## src/sv/rsi_pkg.sv

```systemverilog
// ----------------------------------------------------------------------------
// rsi_pkg: shared types and constants of the radix string-to-integer unit
// Character codes, the parser state record and the result record.
// ----------------------------------------------------------------------------
package rsi_pkg;

	localparam int unsigned MaxLengthDefault = 65535;
	localparam logic [4:0]  RadixReset       = 5'd10;
	localparam logic [4:0]  RadixDec         = 5'd10;
	localparam logic [4:0]  RadixHex         = 5'd16;
	localparam logic [4:0]  RadixMin         = 5'd2;

	localparam logic [7:0] ChNul   = 8'h00;
	localparam logic [7:0] ChSpace = 8'h20;
	localparam logic [7:0] ChTab   = 8'h09;
	localparam logic [7:0] ChCr    = 8'h0D;
	localparam logic [7:0] ChMinus = 8'h2D;
	localparam logic [7:0] ChPlus  = 8'h2B;
	localparam logic [7:0] ChZero  = 8'h30;
	localparam logic [7:0] ChNine  = 8'h39;
	localparam logic [7:0] ChLowA  = 8'h61;
	localparam logic [7:0] ChLowF  = 8'h66;
	localparam logic [7:0] ChUpA   = 8'h41;
	localparam logic [7:0] ChUpF   = 8'h46;
	localparam logic [7:0] ChLowX  = 8'h78;
	localparam logic [7:0] ChUpX   = 8'h58;

	localparam logic StatusOk       = 1'b0;
	localparam logic StatusBadRadix = 1'b1;

	typedef struct packed {
		logic [63:0] acc;
		logic        neg;
		logic [15:0] pos;
		logic        fin;
	} parse_state_t;

	typedef struct packed {
		logic        status;
		logic [15:0] end_index;
		logic [63:0] value;
	} parse_result_t;

endpackage

```

## src/sv/rsi_step.sv

```systemverilog
// ----------------------------------------------------------------------------
// rsi_step: one character step of the parser
// Classifies the character and forms the next parser state and the result.
// ----------------------------------------------------------------------------
module rsi_step import rsi_pkg::*; #(
	parameter int unsigned MAX_LENGTH = MaxLengthDefault
) (
	input  parse_state_t  cur,
	input  logic [7:0]    ch,
	input  logic          first,
	input  logic [4:0]    radix,
	output parse_state_t  nxt,
	output logic          emit,
	output parse_result_t res
);

	localparam logic [15:0] PosCap = (MAX_LENGTH < 65535) ? 16'(MAX_LENGTH) : 16'hFFFF;

	parse_state_t st;
	logic         bad_radix;
	logic         is_hex;
	logic         is_space;
	logic         is_x;
	logic         hex_ok;
	logic [3:0]   hex_d;
	logic [7:0]   dec_off;
	logic         dec_ok;
	logic         sign_ok;
	logic [63:0]  acc_mac;
	logic [3:0]   digit;
	logic [15:0]  pos_inc;

	always_comb begin
		// a first-flagged character clears the state before it is parsed
		st = cur;
		if (first) begin
			st.acc = '0;
			st.neg = 1'b0;
			st.pos = '0;
			st.fin = 1'b0;
		end

		bad_radix = (radix < RadixMin) || ((radix > RadixDec) && (radix != RadixHex));
		is_hex    = (radix == RadixHex);
		is_space  = (ch == ChSpace) || ((ch >= ChTab) && (ch <= ChCr));
		is_x      = (ch == ChLowX) || (ch == ChUpX);

		hex_ok = 1'b1;
		hex_d  = '0;
		if ((ch >= ChZero) && (ch <= ChNine)) begin
			hex_d = 4'(ch - ChZero);
		end else if ((ch >= ChLowA) && (ch <= ChLowF)) begin
			hex_d = 4'(ch - ChLowA + 8'd10);
		end else if ((ch >= ChUpA) && (ch <= ChUpF)) begin
			hex_d = 4'(ch - ChUpA + 8'd10);
		end else begin
			hex_ok = 1'b0;
		end

		dec_off = ch - ChZero;
		dec_ok  = (ch >= ChZero) && (dec_off < {3'b000, radix});
		sign_ok = (st.pos == '0) && (radix == RadixDec) && ((ch == ChMinus) || (ch == ChPlus));

		digit   = is_hex ? hex_d : dec_off[3:0];
		acc_mac = st.acc * {59'd0, radix} + {60'd0, digit};
		pos_inc = (st.pos < PosCap) ? st.pos + 16'd1 : st.pos;

		nxt           = st;
		emit          = 1'b0;
		res.value     = st.acc;
		res.end_index = st.pos;
		res.status    = StatusOk;

		if (!st.fin) begin
			if (bad_radix) begin
				emit          = 1'b1;
				res.value     = '0;
				res.end_index = '0;
				res.status    = StatusBadRadix;
				nxt.fin       = 1'b1;
			end else if (is_hex) begin
				if (ch == ChNul || (!is_space && !is_x && !hex_ok)) begin
					emit    = 1'b1;
					nxt.fin = 1'b1;
				end else if (is_space) begin
					nxt.pos = pos_inc;
				end else if (is_x) begin
					nxt.acc = '0;
					nxt.pos = pos_inc;
				end else begin
					nxt.acc = acc_mac;
					nxt.pos = pos_inc;
				end
			end else if (sign_ok) begin
				nxt.neg = (ch == ChMinus);
				nxt.pos = pos_inc;
			end else if (dec_ok) begin
				nxt.acc = acc_mac;
				nxt.pos = pos_inc;
			end else begin
				emit      = 1'b1;
				res.value = st.neg ? (64'd0 - st.acc) : st.acc;
				nxt.fin   = 1'b1;
			end
		end
	end

endmodule

```

## src/sv/radix_string_to_integer_unit.sv

```systemverilog
// ----------------------------------------------------------------------------
// radix_string_to_integer_unit: streaming number parser
// Parses one integer per string from a stream of 8-bit characters.
// ----------------------------------------------------------------------------
// Usage:
//   Feed characters on the s_axis group, one per transfer; tuser marks the
//   first character of a string and clears the parser. The first character
//   that is not part of the number (NUL included) produces one result on
//   the m_axis group: value, end index and status. Characters after that are
//   dropped until the next first-flagged character.
//   The radix register is written through cfg_valid/cfg_data (always ready);
//   the user must write it only while no string is in flight; the block does not enforce this.
//   Radix 2..10 and 16 are valid; any other setting answers each string with status 1 and value 0.
// Timing:
//   One character per cycle sustained while m_axis_tready is high. A character
//   is captured in the input register; the parser step (one 64x5
//   multiply-accumulate) runs between that register and the result register,
//   so a result is shown from the result register once the parser step has
//   taken its stopping character from the input register.
// Reset and stall:
//   Reset empties both registers, sets radix 10 and waits for a first flag.
//   While m_axis_tready is low, a held result stalls the parser step and the
//   input register; s_axis_tready drops only when both are occupied.
// ----------------------------------------------------------------------------
module radix_string_to_integer_unit import rsi_pkg::*; #(
	parameter int unsigned MAX_LENGTH = MaxLengthDefault
) (
	input  logic        clk,
	input  logic        arst_n,
	// configuration write channel
	input  logic        cfg_valid,
	output logic        cfg_ready,
	input  logic [4:0]  cfg_data,     // radix
	// character input
	input  logic        s_axis_tvalid,
	output logic        s_axis_tready,
	input  logic [7:0]  s_axis_tdata, // [7:0] ch
	input  logic        s_axis_tuser, // [0] first
	// result output
	output logic        m_axis_tvalid,
	input  logic        m_axis_tready,
	output logic [87:0] m_axis_tdata  // [63:0] value, [79:64] end_index, [80] status
);

	logic [4:0]    radix_q;
	logic          valid_s1;
	logic [7:0]    ch_s1;
	logic          first_s1;
	parse_state_t  state_q;
	parse_state_t  state_nxt;
	logic          emit;
	parse_result_t res;
	logic          out_valid_q;
	parse_result_t out_q;
	logic          adv;
	logic          proc;

	assign cfg_ready = 1'b1;

	// the parser step may run whenever the result register is free or draining
	assign adv           = !out_valid_q || m_axis_tready;
	assign proc          = valid_s1 && adv;
	assign s_axis_tready = !valid_s1 || adv;

	always_ff @(posedge clk or negedge arst_n) begin
		if (!arst_n) begin
			radix_q <= RadixReset;
		end else if (cfg_valid && cfg_ready) begin
			radix_q <= cfg_data;
		end
	end

	// input register: hold the character until the parser step takes it
	always_ff @(posedge clk or negedge arst_n) begin
		if (!arst_n) begin
			valid_s1 <= 1'b0;
		end else if (s_axis_tready) begin
			valid_s1 <= s_axis_tvalid;
		end
	end

	always_ff @(posedge clk) begin
		if (s_axis_tready && s_axis_tvalid) begin
			ch_s1    <= s_axis_tdata;
			first_s1 <= s_axis_tuser;
		end
	end

	rsi_step #(
		.MAX_LENGTH(MAX_LENGTH)
	) u_step (
		.cur   (state_q),
		.ch    (ch_s1),
		.first (first_s1),
		.radix (radix_q),
		.nxt   (state_nxt),
		.emit  (emit),
		.res   (res)
	);

	// parser state: advance once per processed character
	always_ff @(posedge clk or negedge arst_n) begin
		if (!arst_n) begin
			state_q.acc <= '0;
			state_q.neg <= 1'b0;
			state_q.pos <= '0;
			state_q.fin <= 1'b1;
		end else if (proc) begin
			state_q <= state_nxt;
		end
	end

	// result register
	always_ff @(posedge clk or negedge arst_n) begin
		if (!arst_n) begin
			out_valid_q <= 1'b0;
		end else if (adv) begin
			out_valid_q <= proc && emit;
		end
	end

	always_ff @(posedge clk) begin
		if (proc && emit) begin
			out_q <= res;
		end
	end

	assign m_axis_tvalid = out_valid_q;
	assign m_axis_tdata  = {7'd0, out_q.status, out_q.end_index, out_q.value};

endmodule
```

## config.mk

```make
export PLATFORM = sky130hd
export DESIGN_NAME = radix_string_to_integer_unit
export DESIGN_NICKNAME = d
export VERILOG_FILES = /design/src/sv/rsi_pkg.sv /design/src/sv/rsi_step.sv /design/src/sv/radix_string_to_integer_unit.sv
export SDC_FILE = /design/constraint.sdc
export NUM_CORES = 1
export LEC_CHECK = 0
export ABC_CLOCK_PERIOD_IN_PS = 7300
export BUFFER_PORTS_ARGS = -buffer_cell sky130_fd_sc_hd__buf_2
export CAP_MARGIN = 20
export CORE_MARGIN = 5
export CORE_UTILIZATION = 58
export CTS_CLUSTER_SIZE = 28
export DETAILED_ROUTE_END_ITERATION = 7
export HOLD_SLACK_MARGIN = 0.05
export PLACE_DENSITY_LB_ADDON = 0.15
export SLEW_MARGIN = 20
export SYNTH_ARGS = -nofsm -noshare
export SYNTH_HDL_FRONTEND = slang
export SYNTH_HIERARCHICAL = 1
export SYNTH_SLANG_ARGS = --single-unit
```

## constraint.sdc

```tcl
create_clock -name clk -period 7.3 [get_ports clk]
set_clock_uncertainty 0.05 [all_clocks]
set_input_delay 1.46 -clock clk [delete_from_list [all_inputs] [get_ports clk]]
set_output_delay 1.46 -clock clk [all_outputs]
set_load 0.005 [all_outputs]
```

After elaboration in Yosys (flattened, before gate mapping)

Index checks and enable logic that the tools add are counted.

Order comparisons: 12
Add/subtract/negate cells: 8
Mux-type cells: 37
Equality and inequality tests: 8
Multipliers: 1
Reduce and logical (&&, ||, !) cells: 27

Operator list:

| kind                    | number |
|---|---|
| $mux W64                | 11 |
| $mux W82                | 2 |
| $mux W81                | 1 |
| $mux W80                | 1 |
| $add A64 B4 Y64         | 1 |
| $mul A64 B5 Y64         | 1 |
| $mux W16                | 4 |
| $sub A1 B64 Y64 const A | 1 |
| $mux W17                | 2 |
| $eq A8 B6 Y1 const B    | 3 |
| $add A16 B1 Y16 const B | 1 |
| $eq A8 B7 Y1 const B    | 2 |
| $ge A8 B7 Y1 const B    | 2 |
| $le A8 B7 Y1 const B    | 2 |
| $logic_not A16 Y1       | 1 |
| $lt A16 B16 Y1 const B  | 1 |
| $mux W4                 | 4 |
| $logic_and A1 B1 Y1     | 13 |
| $mux W1                 | 12 |
| $add A4 B4 Y4 const B   | 2 |
| $ge A8 B4 Y1 const B    | 1 |
| $ge A8 B6 Y1 const B    | 1 |
| $le A8 B4 Y1 const B    | 1 |
| $le A8 B6 Y1 const B    | 1 |
| other kinds (11)        | 22 |

Output and inout bits: 91
Logic and storage cells: 105
Bits in registers: 179

Logic depth before layout (Yosys ltp)

Depth in word-level cells: 13
Gate-level depth with buffers: 27

Modules after synthesis

The synthesis kept the hierarchy.

By module, submodules not included:

| module                       | area each (um2) | sequential area each (um2) | instances | cells each |
|---|---|---|---|---|
| rsi_step                     | 15,407.3        | 0.0                        | 1         | 2,245 |
| radix_string_to_integer_unit | 6,169.7         | 4,933.5                    | 1         | 293 |

Worst setup path after synthesis

No wires, ideal clock.

Kind: register to register
Start: register first_s1
End: register out_q (netlist bit m_axis_tdata[0]) (enable)
Period minus slack after synthesis: 6.814 ns
Buffers on the path: 5
Cell stages (with the launch flop): 19
Arrival time: 6.243 ns
Path slack: 0.486 ns
Data required time: 6.729 ns
Library setup time: 0.521 ns
Cells stage by stage: edfxtp_1 clkbuf_1 clkbuf_1 inv_1 clkbuf_1 clkbuf_1 buf_1 nand2_1 ha_1 nor4bb_1 nand3_1 a2111oi_0 inv_1 nand3_1 o21ai_0 nor2_1 nor2_1 nand2_1 nor2_1

Cells in the longest elaborated chain, start to end: 9

Ends and longest elaborated chain:

| what                              | RTL line                            | text |
|---|---|---|
| from (decl)                       | radix_string_to_integer_unit.sv:48  | `logic first_s1;` |
| from (signal assigned)            | radix_string_to_integer_unit.sv:85  | `first_s1 <= s_axis_tuser;` |
| $mux W82 (*)                      | rsi_step.sv:36                      | `if (first) begin` |
| $logic_not A16 Y1                 | rsi_step.sv:62                      | `sign_ok = (st.pos == '0) && (radix == RadixDec) && ((ch == ChMinus) \|\| (ch == ChPlus));` |
| $logic_and A1 B1 Y1 (2 in series) | rsi_step.sv:62                      |  |
| $mux W1                           | rsi_step.sv:94                      | `end else if (sign_ok) begin` |
| $mux W1                           | rsi_step.sv:81                      | `end else if (is_hex) begin` |
| $mux W1                           | rsi_step.sv:75                      | `if (bad_radix) begin` |
| $mux W1 (*)                       | rsi_step.sv:74                      | `if (!st.fin) begin` |
| named net emit                    | radix_string_to_integer_unit.sv:51  | `logic emit;` |
| $logic_and A1 B1 Y1 (*)           | radix_string_to_integer_unit.sv:123 | `if (proc && emit) begin` |
| to (signal assigned)              | radix_string_to_integer_unit.sv:124 | `out_q <= res;` |
| to (decl)                         | radix_string_to_integer_unit.sv:54  | `parse_result_t out_q;` |

The timed path passes the listed nets; every way through them passes the cells marked *.
A chain may end at the register's enable or synchronous reset.

==> results.md <==
- Status: completed
- Arr. time, crit path: 7.12 ns
- CTS resizes: 0
- Setup bufs post-CTS: 0
- Cell count after synthesis: 2,538
- Clock insertion delay at the later pin of the skew report: about 0.47 ns
- Mapped Area: 21,600 µm²
- Maxcap violations: 0
- Pins Over Slew Limit: 0
- Setup TNS: 0 ns
- CTS Root Cell: clkbuf_16
- Vias: between 15,000 and 20,000
- Drt pass-1 iters: 6
- Die area: 41,200 µm²
- Main flop type after synthesis: edfxtp_1
- Die height: 203 µm
- Total CTS buffers: 17
- Peak supply drop: approximately 0.16 mV
- Critical R2R Launch: ch_s1[1]
- GRT Residual Overflow: 0
- Element type at the critical path end: register
- Largest net degree at the start of global routing: 72
- Startpoint types: register
- Slew headroom: 21.0%
- Drt wl/cell: 22.2 µm
- Clock buffer depth: 2
- CP top delay family: compound AO/OA/AOI/OAI gates
- Area delta synth->final: 6.30%
- Minimum clock period: 6.82 ns
- Crit-path cells: inv_1, ha_1, or4b_1, a21oi_1, o32ai_1, nor2b_1, o21ai_0, o21ai_0, fa_1, ha_1, fa_1, inv_1, fa_1, nor2b_1, o2111ai_1, a211oi_1, a311oi_1, a21oi_2, a211oi_1, o21a_1, o21ai_0, a41o_1, o22ai_1, mux2_2
- Sequential fraction of the synthesis area: 22.9%
- Final Hold Viols: 0
- Vias per cell: 6.38
- Slowest CP cell: edfxtp_1
- Worst Path Max Fanout: 10
- Net count, final: about 2,900
- H-tree depth: 4
- Antenna viol nets, final: 0
- Pwr Density: 115 nW/µm²
- Worst hold start: state_q[63]
- Final Cycle Share: between 90% and 100%
- Hold_ws: around 0.45 ns
- Clock net sink count: about 180
- Req. time, crit path: 7.60 ns
- Buffers on Ports: 101
- CTS tree: yes
- Synth Register Bits: around 180
- CP max stage delay: 0.56 ns
- Final wirelength: roughly 67,000 µm
- RSZ-0062 raised after global routing: false
- DP HPWL: ~50,000 µm
- Antenna fix cells: 0
- Asr flop ratio synth: 49.7%
- Share of cells above drive strength 1: 11.5%
- Hold Crit Class: reg -> reg
- Initial antenna violation count: 2
- Clock slew at reported path FFs: 0.08 ns
- I/O pin count: 110
- Slew @ Worst Pin: roughly 1.2 ns
- Die extent in x: approximately 200 µm
- GPL Wtd Cong: 0.979
- Vias in the first global route: 19,100
- Core area: 36,700 µm²
- # rows: 70
- Final Setup Violations: 0
- CP Class: reg -> reg
- Post-synth EDFFs: 90
- CP Launch Point: ch_s1[1]
- # DRC: 0
- 1st-iter DRT viols: 1,811
- Cts-stage hold buffer count: 0
- Warnings from Yosys: 6
- Highest Clock Rate: 147 MHz
- Avg Synthesized Cell Area: 8.50 µm²
- Initial Util: 58.8%
- CP bufs+invs: 2
- First-pass GRT wire length: between 100,000 and 150,000 µm
- Cell variety after synth: 83
- Pleak: 10.5 nW
- Total track usage: 32.4%
layout make-up:
cell class	instances	area, µm²
well taps	468	586
inverters	211	792
clock inverters	15	141
repair buffers	141	857
clock buffers	17	425
flip-flops and latches	179	4930
fillers	3164	13800
multi-input cells	1987	15200
cells in the final DEF (no fill, tap or decap), drive strengths merged, types with 16 or more instances in the layout:
master / instances
a21o: 41
nor2: 195
mux2: 87
o21a: 16
ha: 143
nand4: 19
clkbuf: 17
edfxtp: 90
fa: 182
xnor2: 60
o21ai: 164
a31oi: 18
dfrtp: 86
xor2: 36
inv: 217
nor3: 50
buf: 141
a21oi: 147
nor2b: 60
nand2b: 23
and3: 34
nand2: 342
nand3: 24
and2: 104
nor4: 21
o22ai: 45
metal layers:
| layer | vias up | track usage [%] | share of wire [%] |
|---|---|---|---|
| met4 | 4 | 9.77 | 2.7 |
| met1 | 9462 | 45.9 | 43 |
| met2 | 1004 | 49.5 | 45 |
| met5 | - | 0 | 0.043 |
| met3 | 140 | 8.08 | 9.7 |
| li1 | 8634 | - | - |
sequential cells by signal (all words and copies together) (netlist names):
signal / cells
ch_s1: 8
m_axis_tvalid: 1
first_s1: 1
state_q: 82
m_axis_tdata: 81
radix_q: 5
valid_s1: 1
worst reg2reg max path: cells and delay by family, from the launching register on:
| kind | cells | cell delay (ns) |
|---|---|---|
| DFF | 1 | 0.56 |
| muxes | 1 | 0.29 |
| AOI/OAI and AO/OA | 13 | 2.81 |
| and+or+nand+nor | 3 | 0.90 |
| adders and majority gates | 5 | 1.93 |
| buffers and inverters | 2 | 0.20 |
cell usage after synthesis, types with 6 or more instances:
cell type,instances,area (µm²)
a21o_1,41,308
a211oi_1,15,113
clkbuf_1,133,499
and2_1,104,651
fa_1,182,3640
nor2b_1,60,375
xor2_1,36,315
xnor2_1,60,526
edfxtp_1,90,2700
or3_1,12,75.1
nand2b_1,22,138
o32ai_1,15,131
ha_1,143,1790
o21ai_0,159,796
nor3_1,49,245
inv_1,211,792
buf_4,8,60.1
o21bai_1,11,82.6
or2_2,9,56.3
a21oi_1,147,736
mux2_2,77,867
nor4_1,21,131
mux2_4,10,150
buf_1,12,45.0
o211ai_1,11,82.6
and3_1,34,213
dfrtp_1,86,2150
nand2_1,341,1280
o21a_1,16,120
o22ai_1,45,282
nand4_1,19,119
buf_6,9,101
nor2_1,195,732
o31ai_1,9,67.6
a41oi_1,6,52.6
a31oi_1,18,113
nand3_1,24,120
logic make-up after synthesis:
family,synth area share (%)
and+or+nand+nor,20.4
AOI/OAI and AO/OA,15.6
buffers and inverters,7.06
adders and majority gates,25.2
DFF,22.9
xor gates and xnor gates,3.90
muxes,4.90
other,0.0348
path summary, 6_finish.rpt:
kind | end | slack (ns) | cells after the start
max reg2reg | state_q[74] | 0.48 | 24
min reg2reg | state_q[63] | 0.45 | 1
max | state_q[74] | 0.48 | 24
max in group asynchronous | state_q[74] | 4.97 | 2
min | state_q[63] | 0.45 | 1
min in group asynchronous | state_q[73] | 0.96 | 1
metrics by stage:
step | setup slack (ns) | utilization, % | total power, mW | cell area, µm² | cells
3_3_place_gp | 0.714 | 60.8 | 1.69 | 22300 | 2984
4_1_cts | 0.500 | 62.4 | 2.63 | 22900 | 3017
2_1_floorplan | 0.486 | - | 1.50 | 21600 | 2544
6_report | 0.481 | 62.5 | 2.64 | 22900 | 3018
5_1_grt | 0.0895 | 62.5 | 2.74 | 22900 | 3018
3_5_place_dp | 0.526 | 60.9 | 1.70 | 22300 | 2985
power breakdown:
group	leakage [nW]	switching (mW)	internal (mW)
combinational	8.14	0.391	0.167
clock	0.271	0.492	0.452
sequential	2.09	0.0289	1.11
(Power assumes the default switching activity.)
